==> src/rtl/epoch_seconds_to_calendar_assert.svh <==
// ----------------------------------------------------------------------------
// Assertion macros
// Shorthand for clocked implication checks, disabled while in reset.
// ----------------------------------------------------------------------------
`ifndef EPOCH_SECONDS_TO_CALENDAR_ASSERT_SVH
`define EPOCH_SECONDS_TO_CALENDAR_ASSERT_SVH

// same-cycle implication
`define ESC_ASSERT_NOW(label, ante, cons, msg) \
  label: assert property (@(posedge clk) disable iff (rst) (ante) |-> (cons)) \
    else $error(msg);

// next-cycle implication
`define ESC_ASSERT_NEXT(label, ante, cons, msg) \
  label: assert property (@(posedge clk) disable iff (rst) (ante) |=> (cons)) \
    else $error(msg);

`endif

==> src/rtl/esc_pkg.sv <==
// ----------------------------------------------------------------------------
// esc_pkg
// Types and constants shared by the epoch-to-calendar controller and datapath.
// ----------------------------------------------------------------------------
package esc_pkg;

  localparam int unsigned ACC_W   = 32;
  localparam int unsigned Q_W     = 16;
  localparam int unsigned CNT_W   = 1;
  localparam int unsigned MUL_A_W = 25;
  localparam int unsigned MUL_B_W = 26;
  localparam int unsigned PROD_W  = MUL_A_W + MUL_B_W;

  localparam logic [ACC_W-1:0] DAY_SECS   = 32'd86400;
  localparam logic [ACC_W-1:0] HOUR_SECS  = 32'd3600;
  localparam logic [ACC_W-1:0] MIN_SECS   = 32'd60;
  localparam logic [ACC_W-1:0] QUAD_DAYS  = 32'd1461;
  localparam logic [ACC_W-1:0] YEAR_DAYS  = 32'd365;
  localparam logic [ACC_W-1:0] QUAD_PHASE = 32'd671;
  localparam logic [7:0]       YEAR_BASE  = 8'd70;
  localparam logic [15:0]      WDAY_EPOCH = 16'd4;
  localparam logic [32:0]      LAST_VALID_SECOND = 33'd4102444799;

  // each pass: a quotient step, then a remainder step
  localparam logic [CNT_W-1:0] PASS_LAST = 1'b1;

  // quotient = ((x >> PRE) * RECIP) >> K; K is operand bits plus divisor bits,
  // which keeps the quotient exact over the whole operand range
  localparam int unsigned DAY_PRE  = 7;
  localparam int unsigned HOUR_PRE = 4;
  localparam int unsigned MIN_PRE  = 2;
  localparam int unsigned DAY_K    = 35;  // 25-bit operand, divisor 675
  localparam int unsigned HOUR_K   = 21;  // 13-bit operand, divisor 225
  localparam int unsigned MIN_K    = 14;  // 10-bit operand, divisor 15
  localparam int unsigned QUAD_K   = 27;  // 16-bit operand, divisor 1461
  localparam int unsigned YEAR_K   = 25;  // 16-bit operand, divisor 365

  localparam logic [MUL_B_W-1:0] DAY_RECIP =
    MUL_B_W'((64'd1 << DAY_K) / 64'(DAY_SECS >> DAY_PRE) + 64'd1);
  localparam logic [MUL_B_W-1:0] HOUR_RECIP =
    MUL_B_W'((64'd1 << HOUR_K) / 64'(HOUR_SECS >> HOUR_PRE) + 64'd1);
  localparam logic [MUL_B_W-1:0] MIN_RECIP =
    MUL_B_W'((64'd1 << MIN_K) / 64'(MIN_SECS >> MIN_PRE) + 64'd1);
  localparam logic [MUL_B_W-1:0] QUAD_RECIP =
    MUL_B_W'((64'd1 << QUAD_K) / 64'(QUAD_DAYS) + 64'd1);
  localparam logic [MUL_B_W-1:0] YEAR_RECIP =
    MUL_B_W'((64'd1 << YEAR_K) / 64'(YEAR_DAYS) + 64'd1);

  localparam logic [8:0] MONTH_START [12] = '{
    9'd0, 9'd31, 9'd59, 9'd90, 9'd120, 9'd151,
    9'd181, 9'd212, 9'd243, 9'd273, 9'd304, 9'd334
  };

  typedef enum logic [2:0] {
    PH_DAY  = 3'd0,
    PH_HOUR = 3'd1,
    PH_MIN  = 3'd2,
    PH_QUAD = 3'd3,
    PH_YEAR = 3'd4
  } phase_t;

  typedef struct packed {
    logic [31:0] epoch_seconds;
    logic        mode;
  } req_t;

  typedef struct packed {
    logic [5:0] second;
    logic [5:0] minute;
    logic [4:0] hour;
    logic [4:0] day_of_month;
    logic [3:0] month;
    logic [7:0] year_since_1900;
    logic [2:0] weekday;
    logic [8:0] day_of_year;
    logic       range_error;
  } res_t;

  typedef struct packed {
    logic   capture;
    logic   load;
    logic   step;
    logic   last;
    phase_t phase;
    logic   cal_a;
    logic   cal_b;
  } dp_cmd_t;

  typedef struct packed {
    logic range_err;
  } dp_status_t;

endpackage

==> src/rtl/esc_datapath.sv <==
// ----------------------------------------------------------------------------
// esc_datapath
// Offset add, range check, shared reciprocal-multiply divider and calendar
// lookup. Driven step by step by esc_ctrl.
// ----------------------------------------------------------------------------
module esc_datapath (
  input  logic                clk,
  input  logic                rst,
  input  esc_pkg::dp_cmd_t    cmd,
  input  esc_pkg::req_t       request,
  input  logic                cfg_we,
  input  logic signed [10:0]  cfg_data,
  output esc_pkg::dp_status_t status,
  output esc_pkg::res_t       result
);
  import esc_pkg::*;

  function automatic logic [ACC_W-1:0] divisor(input phase_t ph);
    logic [ACC_W-1:0] base;
    begin
      case (ph)
        PH_DAY:  base = DAY_SECS;
        PH_HOUR: base = HOUR_SECS;
        PH_MIN:  base = MIN_SECS;
        PH_QUAD: base = QUAD_DAYS;
        PH_YEAR: base = YEAR_DAYS;
        default: base = DAY_SECS;
      endcase
      return base;
    end
  endfunction

  // mod 7 via octal digit sums (8 = 1 mod 7)
  function automatic logic [2:0] mod7(input logic [15:0] v);
    logic [5:0] s;
    logic [3:0] t;
    begin
      s = 6'(v[2:0]) + 6'(v[5:3]) + 6'(v[8:6]) + 6'(v[11:9]) + 6'(v[14:12]) + 6'(v[15]);
      t = 4'(s[2:0]) + 4'(s[5:3]);
      if (t >= 4'd7) begin
        t = t - 4'd7;
      end
      return t[2:0];
    end
  endfunction

  logic signed [10:0] tz;
  req_t               req;
  logic               err;
  logic [ACC_W-1:0]   acc;
  logic [Q_W-1:0]     q;
  logic [15:0]        days;
  logic [4:0]         hour;
  logic [5:0]         minute;
  logic [5:0]         second;
  logic [5:0]         q1;
  logic [7:0]         years;
  logic [8:0]         yrem;
  logic [8:0]         yday;
  logic               leap;
  logic [2:0]         wday;
  logic [3:0]         month;
  logic [4:0]         dom;

  logic signed [17:0] tz_ext;
  logic signed [17:0] off;
  logic signed [33:0] adj;
  logic               adj_err;
  logic [MUL_A_W-1:0] mul_a;
  logic [MUL_B_W-1:0] mul_b;
  logic [PROD_W-1:0]  prod;
  logic [Q_W-1:0]     quo;
  logic [ACC_W-1:0]   rem_new;
  logic [3:0]         mon_c;
  logic [8:0]         mstart;
  logic [9:0]         yday_c;

  always_comb begin
    tz_ext  = 18'(tz);
    off     = (tz_ext <<< 6) - (tz_ext <<< 2);
    adj     = $signed({2'b00, req.epoch_seconds}) + (req.mode ? 34'(off) : 34'sd0);
    adj_err = adj[33] || (adj[32:0] > LAST_VALID_SECOND);
    status.range_err = adj_err;

    mul_a = MUL_A_W'(acc);
    mul_b = DAY_RECIP;
    case (cmd.phase)
      PH_DAY: begin
        mul_a = MUL_A_W'(acc >> DAY_PRE);
        mul_b = DAY_RECIP;
      end
      PH_HOUR: begin
        mul_a = MUL_A_W'(acc >> HOUR_PRE);
        mul_b = HOUR_RECIP;
      end
      PH_MIN: begin
        mul_a = MUL_A_W'(acc >> MIN_PRE);
        mul_b = MIN_RECIP;
      end
      PH_QUAD: begin
        mul_b = QUAD_RECIP;
      end
      PH_YEAR: begin
        mul_b = YEAR_RECIP;
      end
      default: begin
        mul_b = DAY_RECIP;
      end
    endcase
    prod = PROD_W'(mul_a) * PROD_W'(mul_b);

    case (cmd.phase)
      PH_DAY:  quo = Q_W'(prod >> DAY_K);
      PH_HOUR: quo = Q_W'(prod >> HOUR_K);
      PH_MIN:  quo = Q_W'(prod >> MIN_K);
      PH_QUAD: quo = Q_W'(prod >> QUAD_K);
      PH_YEAR: quo = Q_W'(prod >> YEAR_K);
      default: quo = '0;
    endcase

    rem_new = acc - ACC_W'(q) * divisor(cmd.phase);

    yday_c  = 10'(yrem) + 10'(q1) - 10'((9'(years) + 9'd1) >> 2);

    mon_c = 4'd0;
    for (int m = 1; m < 12; m++) begin
      if (yday >= MONTH_START[m] + 9'((leap && m >= 2) ? 1 : 0)) begin
        mon_c = mon_c + 4'd1;
      end
    end
    mstart = MONTH_START[mon_c] + 9'((leap && mon_c >= 4'd2) ? 1 : 0);
  end

  always_ff @(posedge clk) begin
    if (rst) begin
      tz <= '0;
    end else if (cfg_we) begin
      tz <= cfg_data;
    end
  end

  always_ff @(posedge clk) begin
    if (cmd.capture) begin
      req <= request;
    end
    if (cmd.load) begin
      err <= adj_err;
      acc <= adj[ACC_W-1:0];
      q   <= '0;
    end
    if (cmd.step) begin
      if (!cmd.last) begin
        q <= quo;
      end else begin
        case (cmd.phase)
          PH_DAY: begin
            days <= q;
            acc  <= rem_new;
          end
          PH_HOUR: begin
            hour <= q[4:0];
            acc  <= rem_new;
          end
          PH_MIN: begin
            minute <= q[5:0];
            second <= rem_new[5:0];
            acc    <= ACC_W'(days) + QUAD_PHASE;
          end
          PH_QUAD: begin
            q1  <= q[5:0];
            acc <= ACC_W'(days) - ACC_W'(q);
          end
          PH_YEAR: begin
            years <= q[7:0];
            yrem  <= rem_new[8:0];
          end
          default: begin
            acc <= rem_new;
          end
        endcase
      end
    end
    if (cmd.cal_a) begin
      yday <= yday_c[8:0];
      leap <= (years[1:0] == 2'd2);
      wday <= mod7(days + WDAY_EPOCH);
    end
    if (cmd.cal_b) begin
      month <= mon_c;
      dom   <= 5'(yday - mstart + 9'd1);
    end
  end

  always_comb begin
    result = '0;
    result.range_error = err;
    if (!err) begin
      result.second          = second;
      result.minute          = minute;
      result.hour            = hour;
      result.day_of_month    = dom;
      result.month           = month;
      result.year_since_1900 = years + YEAR_BASE;
      result.weekday         = wday;
      result.day_of_year     = yday;
    end
  end

endmodule

==> src/rtl/esc_ctrl.sv <==
// ----------------------------------------------------------------------------
// esc_ctrl
// Sequencer: accept, load and check, five division passes, calendar lookup,
// result strobe; a range error goes from load and check straight to the strobe.
// ----------------------------------------------------------------------------
module esc_ctrl (
  input  logic                clk,
  input  logic                rst,
  input  logic                start,
  input  esc_pkg::dp_status_t status,
  output esc_pkg::dp_cmd_t    cmd,
  output logic                busy,
  output logic                done
);
  import esc_pkg::*;

  typedef enum logic [9:0] {
    S_IDLE  = 10'b0000000001,
    S_LOAD  = 10'b0000000010,
    S_DAY   = 10'b0000000100,
    S_HOUR  = 10'b0000001000,
    S_MIN   = 10'b0000010000,
    S_QUAD  = 10'b0000100000,
    S_YEAR  = 10'b0001000000,
    S_CAL_A = 10'b0010000000,
    S_CAL_B = 10'b0100000000,
    S_DONE  = 10'b1000000000
  } state_t;

  state_t           state, state_next;
  logic [CNT_W-1:0] cnt, cnt_next;
  logic             cnt_zero;

  always_ff @(posedge clk) begin
    if (rst) begin
      state <= S_IDLE;
      cnt   <= '0;
    end else begin
      state <= state_next;
      cnt   <= cnt_next;
    end
  end

  always_comb begin
    cnt_zero   = (cnt == '0);
    cmd        = '0;
    cmd.phase  = PH_DAY;
    cmd.last   = cnt_zero;
    state_next = state;
    cnt_next   = cnt_zero ? cnt : cnt - 1'b1;
    case (state)
      S_IDLE: begin
        cmd.capture = start;
        if (start) begin
          state_next = S_LOAD;
        end
      end
      S_LOAD: begin
        cmd.load = 1'b1;
        cnt_next = PASS_LAST;
        state_next = status.range_err ? S_DONE : S_DAY;
      end
      S_DAY: begin
        cmd.step  = 1'b1;
        cmd.phase = PH_DAY;
        if (cnt_zero) begin
          cnt_next   = PASS_LAST;
          state_next = S_HOUR;
        end
      end
      S_HOUR: begin
        cmd.step  = 1'b1;
        cmd.phase = PH_HOUR;
        if (cnt_zero) begin
          cnt_next   = PASS_LAST;
          state_next = S_MIN;
        end
      end
      S_MIN: begin
        cmd.step  = 1'b1;
        cmd.phase = PH_MIN;
        if (cnt_zero) begin
          cnt_next   = PASS_LAST;
          state_next = S_QUAD;
        end
      end
      S_QUAD: begin
        cmd.step  = 1'b1;
        cmd.phase = PH_QUAD;
        if (cnt_zero) begin
          cnt_next   = PASS_LAST;
          state_next = S_YEAR;
        end
      end
      S_YEAR: begin
        cmd.step  = 1'b1;
        cmd.phase = PH_YEAR;
        if (cnt_zero) begin
          state_next = S_CAL_A;
        end
      end
      S_CAL_A: begin
        cmd.cal_a  = 1'b1;
        state_next = S_CAL_B;
      end
      S_CAL_B: begin
        cmd.cal_b  = 1'b1;
        state_next = S_DONE;
      end
      S_DONE: begin
        state_next = S_IDLE;
      end
      default: begin
        state_next = S_IDLE;
      end
    endcase
  end

  assign busy = (state != S_IDLE);
  assign done = (state == S_DONE);

endmodule

==> src/rtl/epoch_seconds_to_calendar.sv <==
// ----------------------------------------------------------------------------
// epoch_seconds_to_calendar
// Seconds since 1970-01-01 to broken-down calendar time, optional zone offset.
// ----------------------------------------------------------------------------
//  channel  | handshake                 | payload
//  ---------+---------------------------+--------------------------
//  input    | start, busy               | request (req_t)
//  result   | done (one-cycle strobe)   | result (res_t)
//  config   | cfg_valid, cfg_ready      | cfg_data (zone offset)
//
//  From accept to done strobe: load and check, five divisions by constants
//  (reciprocal multiply for the quotient, multiply-subtract for the remainder),
//  calendar lookup (states CAL_A, CAL_B) and the strobe; a time out of span
//  goes from load and check straight to the strobe.
//  One item at a time: busy stays high up to and including the cycle of done.
//  Synchronous reset clears the sequencer and offset; no receiver stall, cfg_ready high.
// ----------------------------------------------------------------------------
module epoch_seconds_to_calendar (
  input  logic               clk,
  input  logic               rst,
  input  logic               start,
  output logic               busy,
  input  esc_pkg::req_t      request,
  output logic               done,
  output esc_pkg::res_t      result,
  input  logic               cfg_valid,
  output logic               cfg_ready,
  input  logic signed [10:0] cfg_data
);
  import esc_pkg::*;

  `include "epoch_seconds_to_calendar_assert.svh"

  dp_cmd_t    cmd;
  dp_status_t status;
  logic       year_ok;
  logic       date_ok;

  assign cfg_ready = 1'b1;

  esc_ctrl u_ctrl (
    .clk    (clk),
    .rst    (rst),
    .start  (start),
    .status (status),
    .cmd    (cmd),
    .busy   (busy),
    .done   (done)
  );

  esc_datapath u_dp (
    .clk      (clk),
    .rst      (rst),
    .cmd      (cmd),
    .request  (request),
    .cfg_we   (cfg_valid && cfg_ready),
    .cfg_data (cfg_data),
    .status   (status),
    .result   (result)
  );

  assign year_ok = (result.year_since_1900 >= 8'd70) && (result.year_since_1900 <= 8'd199);
  assign date_ok = (result.month <= 4'd11) && (result.day_of_month != 5'd0) &&
                   (result.weekday <= 3'd6);

  `ESC_ASSERT_NEXT(a_accept_busy, start && !busy, busy, "busy not raised after accept")
  `ESC_ASSERT_NEXT(a_done_idle, done, !busy, "still busy after result")
  `ESC_ASSERT_NOW(a_year_span, done && !result.range_error, year_ok, "year out of span")
  `ESC_ASSERT_NOW(a_date_sane, done && !result.range_error, date_ok, "bad date fields")

endmodule
==> config.mk <==
export PLATFORM = sky130hd
export DESIGN_NAME = epoch_seconds_to_calendar
export DESIGN_NICKNAME = d
export VERILOG_FILES = /design/src/rtl/esc_pkg.sv /design/src/rtl/esc_datapath.sv /design/src/rtl/esc_ctrl.sv /design/src/rtl/epoch_seconds_to_calendar.sv
export VERILOG_INCLUDE_DIRS = /design/src /design/src/rtl
export SDC_FILE = /design/constraint.sdc
export NUM_CORES = 2
export LEC_CHECK = 0
export BUFFER_PORTS_ARGS = -buffer_cell sky130_fd_sc_hd__buf_2
export CORE_AREA = 2 2 246 248
export DETAILED_ROUTE_END_ITERATION = 7
export DIE_AREA = 0 0 248 250
export PLACE_DENSITY_LB_ADDON = 0.12
export SLEW_MARGIN = 5
export SYNTH_ARGS = -nofsm -noshare
export SYNTH_HDL_FRONTEND = slang
export SYNTH_HIERARCHICAL = 1
export SYNTH_SLANG_ARGS = --single-unit
==> constraint.sdc <==
create_clock -name clk -period 12.62 [get_ports clk]
set_input_delay 0.631 -clock clk [delete_from_list [all_inputs] [get_ports clk]]
set_output_delay 0.631 -clock clk [all_outputs]
set_load 0.02 [all_outputs]
==> results.toml <==
[synth]
ys.flop_type = "edfxtp_1"
syn_area_mm2 = 0.0383
synth.yosys.seq_area_share_pct = 12.4
synthesis.nets = 5436
synth_area_per_cell_um2 = 8.89
ys_async_sr_fraction_pct = 0
synth_cells = 4311
synth_edf_count = 112
yosys_register_bits = 182
ys_warn_count = 6
synth.distinct_cells = 95

[grt]
grt_pass1_vias = 31400
grt-ovfl-total = 0
track_usage_pct = 39.7
grt_pass1_wl_mm = 184
antenna_found_initial = 2
grt_max_degree = 48

[status]
status = "complete, no violations"

[floorplanning]
die_area_mm2 = 0.0620
die_w_um = 248
initial_core_util_pct = 64.3
coreArea_mm2 = 0.0596
num_rows = 90
ios = 98
die_y_um = 250

[job]
max_cap_viol_count = 0

[worst_hold_path]
hp-class = "in2reg"
whs_endpoint = "u_dp/req[2]"
min_from = "request[2]"
whs_path_depth = 1

[clock_tree]
tritoncts = "yes"
cts.sinks = 182
hold_buffers = 0
cts_resized = 0
htree_levels = 4
clock_latency_ns = 0.47
clk_path_buf_depth = 2
postCtsSetupBuffers = 0
path_clk_slew_ns = 0.08
cts_buffers = 17
clockRootBuffer = "clkbuf_16"

[timing]
min_period_over_period_pct = 89.2
holdWs_ns = 0.333
finalCriticalPeriod_ns = 11.25
rsz0062_at_grt = "no"
slew-limit-headroom_pct = 22.4
slew_viol_final = 0
hold_violations = 0
clock_skew_ns = 0.0164
tns_ns = 0
finalSetupViolCount = 0
max_freq_ghz = 0.0889
max_slew.worst_pin.slew_ns = 1.16

[place]
dpl.cell_count = 5107
gp_congestion = 1.03
numPortBuffers = 96
dp_hpwl_mm = 98.2

[worst_setup_path]
reg2reg_from = "u_ctrl/state[0]"
crit_type = "reg2reg"
crit_fanout = 31
r2r_cells = 33
critPathSlowestCell = "a221oi_1"
start_kind = "register"
crit_top_cell = "fa_1"
cpPeakStageDelay_ns = 1.05
crit_required_ns = 12.98
cp.arrival_ns = 11.61
end_kind = "register"
rrSetupSlack_ns = 1.37
reg2reg_to = "u_dp/q[4]"

[final_layout]
utilization_pct = 67.8
nets = 5469
syn2layout_area_growth_pct = 5.45
drive_gt1_share_pct = 5.88
layout_commonest_cell = "inv_1"
instances_no_fill = 5141
layout_common_cells = "926 x inv_1, 604 x fa_1, 473 x ha_1, 402 x nor2_1, 337 x nand2_1"

[route]
wirelength_mm = 119
ant_nets = 0
wire_per_inst_um = 23.1
drc = 0
vias_per_cell = 6.04
drt_iter0_drc = 2937
first_pass_iters = 6
vias = 31100
==> worst max-delay path by stage <==
| stage | from | end | slack, ns | depth (start not counted) |
|---|---|---|---|---|
| 3_3_place_gp | u_ctrl/state[0] | u_dp/q[9] | 1.72 | 33 |
| 2_1_floorplan | u_ctrl/state[0] | u_dp/q[15] | 2.75 | 37 |
| 3_5_place_dp | u_ctrl/state[0] | u_dp/q[10] | 1.65 | 35 |
| 6_report | u_ctrl/state[0] | u_dp/q[4] | 1.37 | 33 |
| 5_1_grt | u_ctrl/state[0] | u_dp/q[15] | 0.85 | 32 |
| 4_1_cts | u_ctrl/state[0] | u_dp/q[10] | 1.61 | 35 |
==> sequential cells by signal, indices dropped and copies added, names as in the netlist, 3 cells and up <==
register and count:
u_ctrl/state 10, u_dp/acc 32, u_dp/days 16, u_dp/dom 5, u_dp/hour 5, u_dp/minute 6, u_dp/month 4, u_dp/q 16
u_dp/q1 6, u_dp/req 33, u_dp/second 6, u_dp/tz 11, u_dp/wday 3, u_dp/yday 9, u_dp/years 8, u_dp/yrem 9
==> Yosys cell counts, drive strengths merged, types with 36 or more instances <==
cell type | instances | area, µm²
inv | 931 | 3490
fa | 604 | 12100
ha | 473 | 5920
nor2 | 412 | 1550
nand2 | 338 | 1270
a21oi | 186 | 931
o21ai | 132 | 664
clkbuf | 123 | 462
edfxtp | 112 | 3360
xnor2 | 106 | 955
xor2 | 76 | 673
a21o | 75 | 563
dfxtp | 70 | 1400
nor2b | 61 | 382
mux2i | 50 | 500
nand2b | 43 | 269
nand3 | 41 | 205
nor3 | 36 | 180
==> critical path, delay by kind of cell, from the launching register on <==
family,cells,cell delay [ns]
AO/OA/AOI/OAI,7,2.96
XOR/XNOR,1,0.38
adder cells (fa/ha/maj),8,3.90
buffers and inverters,5,0.34
flip-flops,1,0.38
AND/OR/NAND/NOR,12,3.15
==> layer usage <==
metal,share of wire [%],up-vias,GRT usage (%)
li1,-,13900,-
met1,39,15200,53.6
met2,45,1640,61.0
met3,11,357,8.46
met4,5.5,0,18.4
met5,0,-,0
==> cell families (layout without fill, tap and decap cells) <==
| family | after synthesis | in the layout | share of synthesized area [%] |
|---|---|---|---|
| AO/OA/AOI/OAI | 668 | 668 | 11.5 |
| AND/OR/NAND/NOR | 1054 | 1054 | 12.3 |
| multiplexers | 61 | 61 | 1.63 |
| adder cells (fa/ha/maj) | 1077 | 1077 | 47.0 |
| other | 1 | 3 | 0.00979 |
| XOR/XNOR | 184 | 184 | 4.37 |
| flip-flops | 182 | 182 | 12.4 |
| buffers and inverters | 1084 | 1130 | 10.7 |
==> final cells by class <==
class | count | area, µm²
Multi-Input combinational cell | 3045 | 29500
Fill cell | 5057 | 19200
Sequential cell | 182 | 4760
Inverter | 934 | 3510
Timing Repair Buffer | 164 | 991
Tap cell | 782 | 978
Clock buffer | 17 | 425
Clock inverter | 15 | 230
Antenna cell | 2 | 5.00
==> through the flow <==
stage | worst slack (ns) | instance area (µm²)
final | 1.37 | 40400
after detailed placement | 1.65 | 39700
after global placement | 1.72 | 39700
after floorplan | 2.75 | 38300
after global routing | 0.852 | 40400
after CTS | 1.61 | 40400
Power is left out: the tool's default activity adds up to more than one toggle a clock period on the data nets, which glitch-free logic cannot reach.
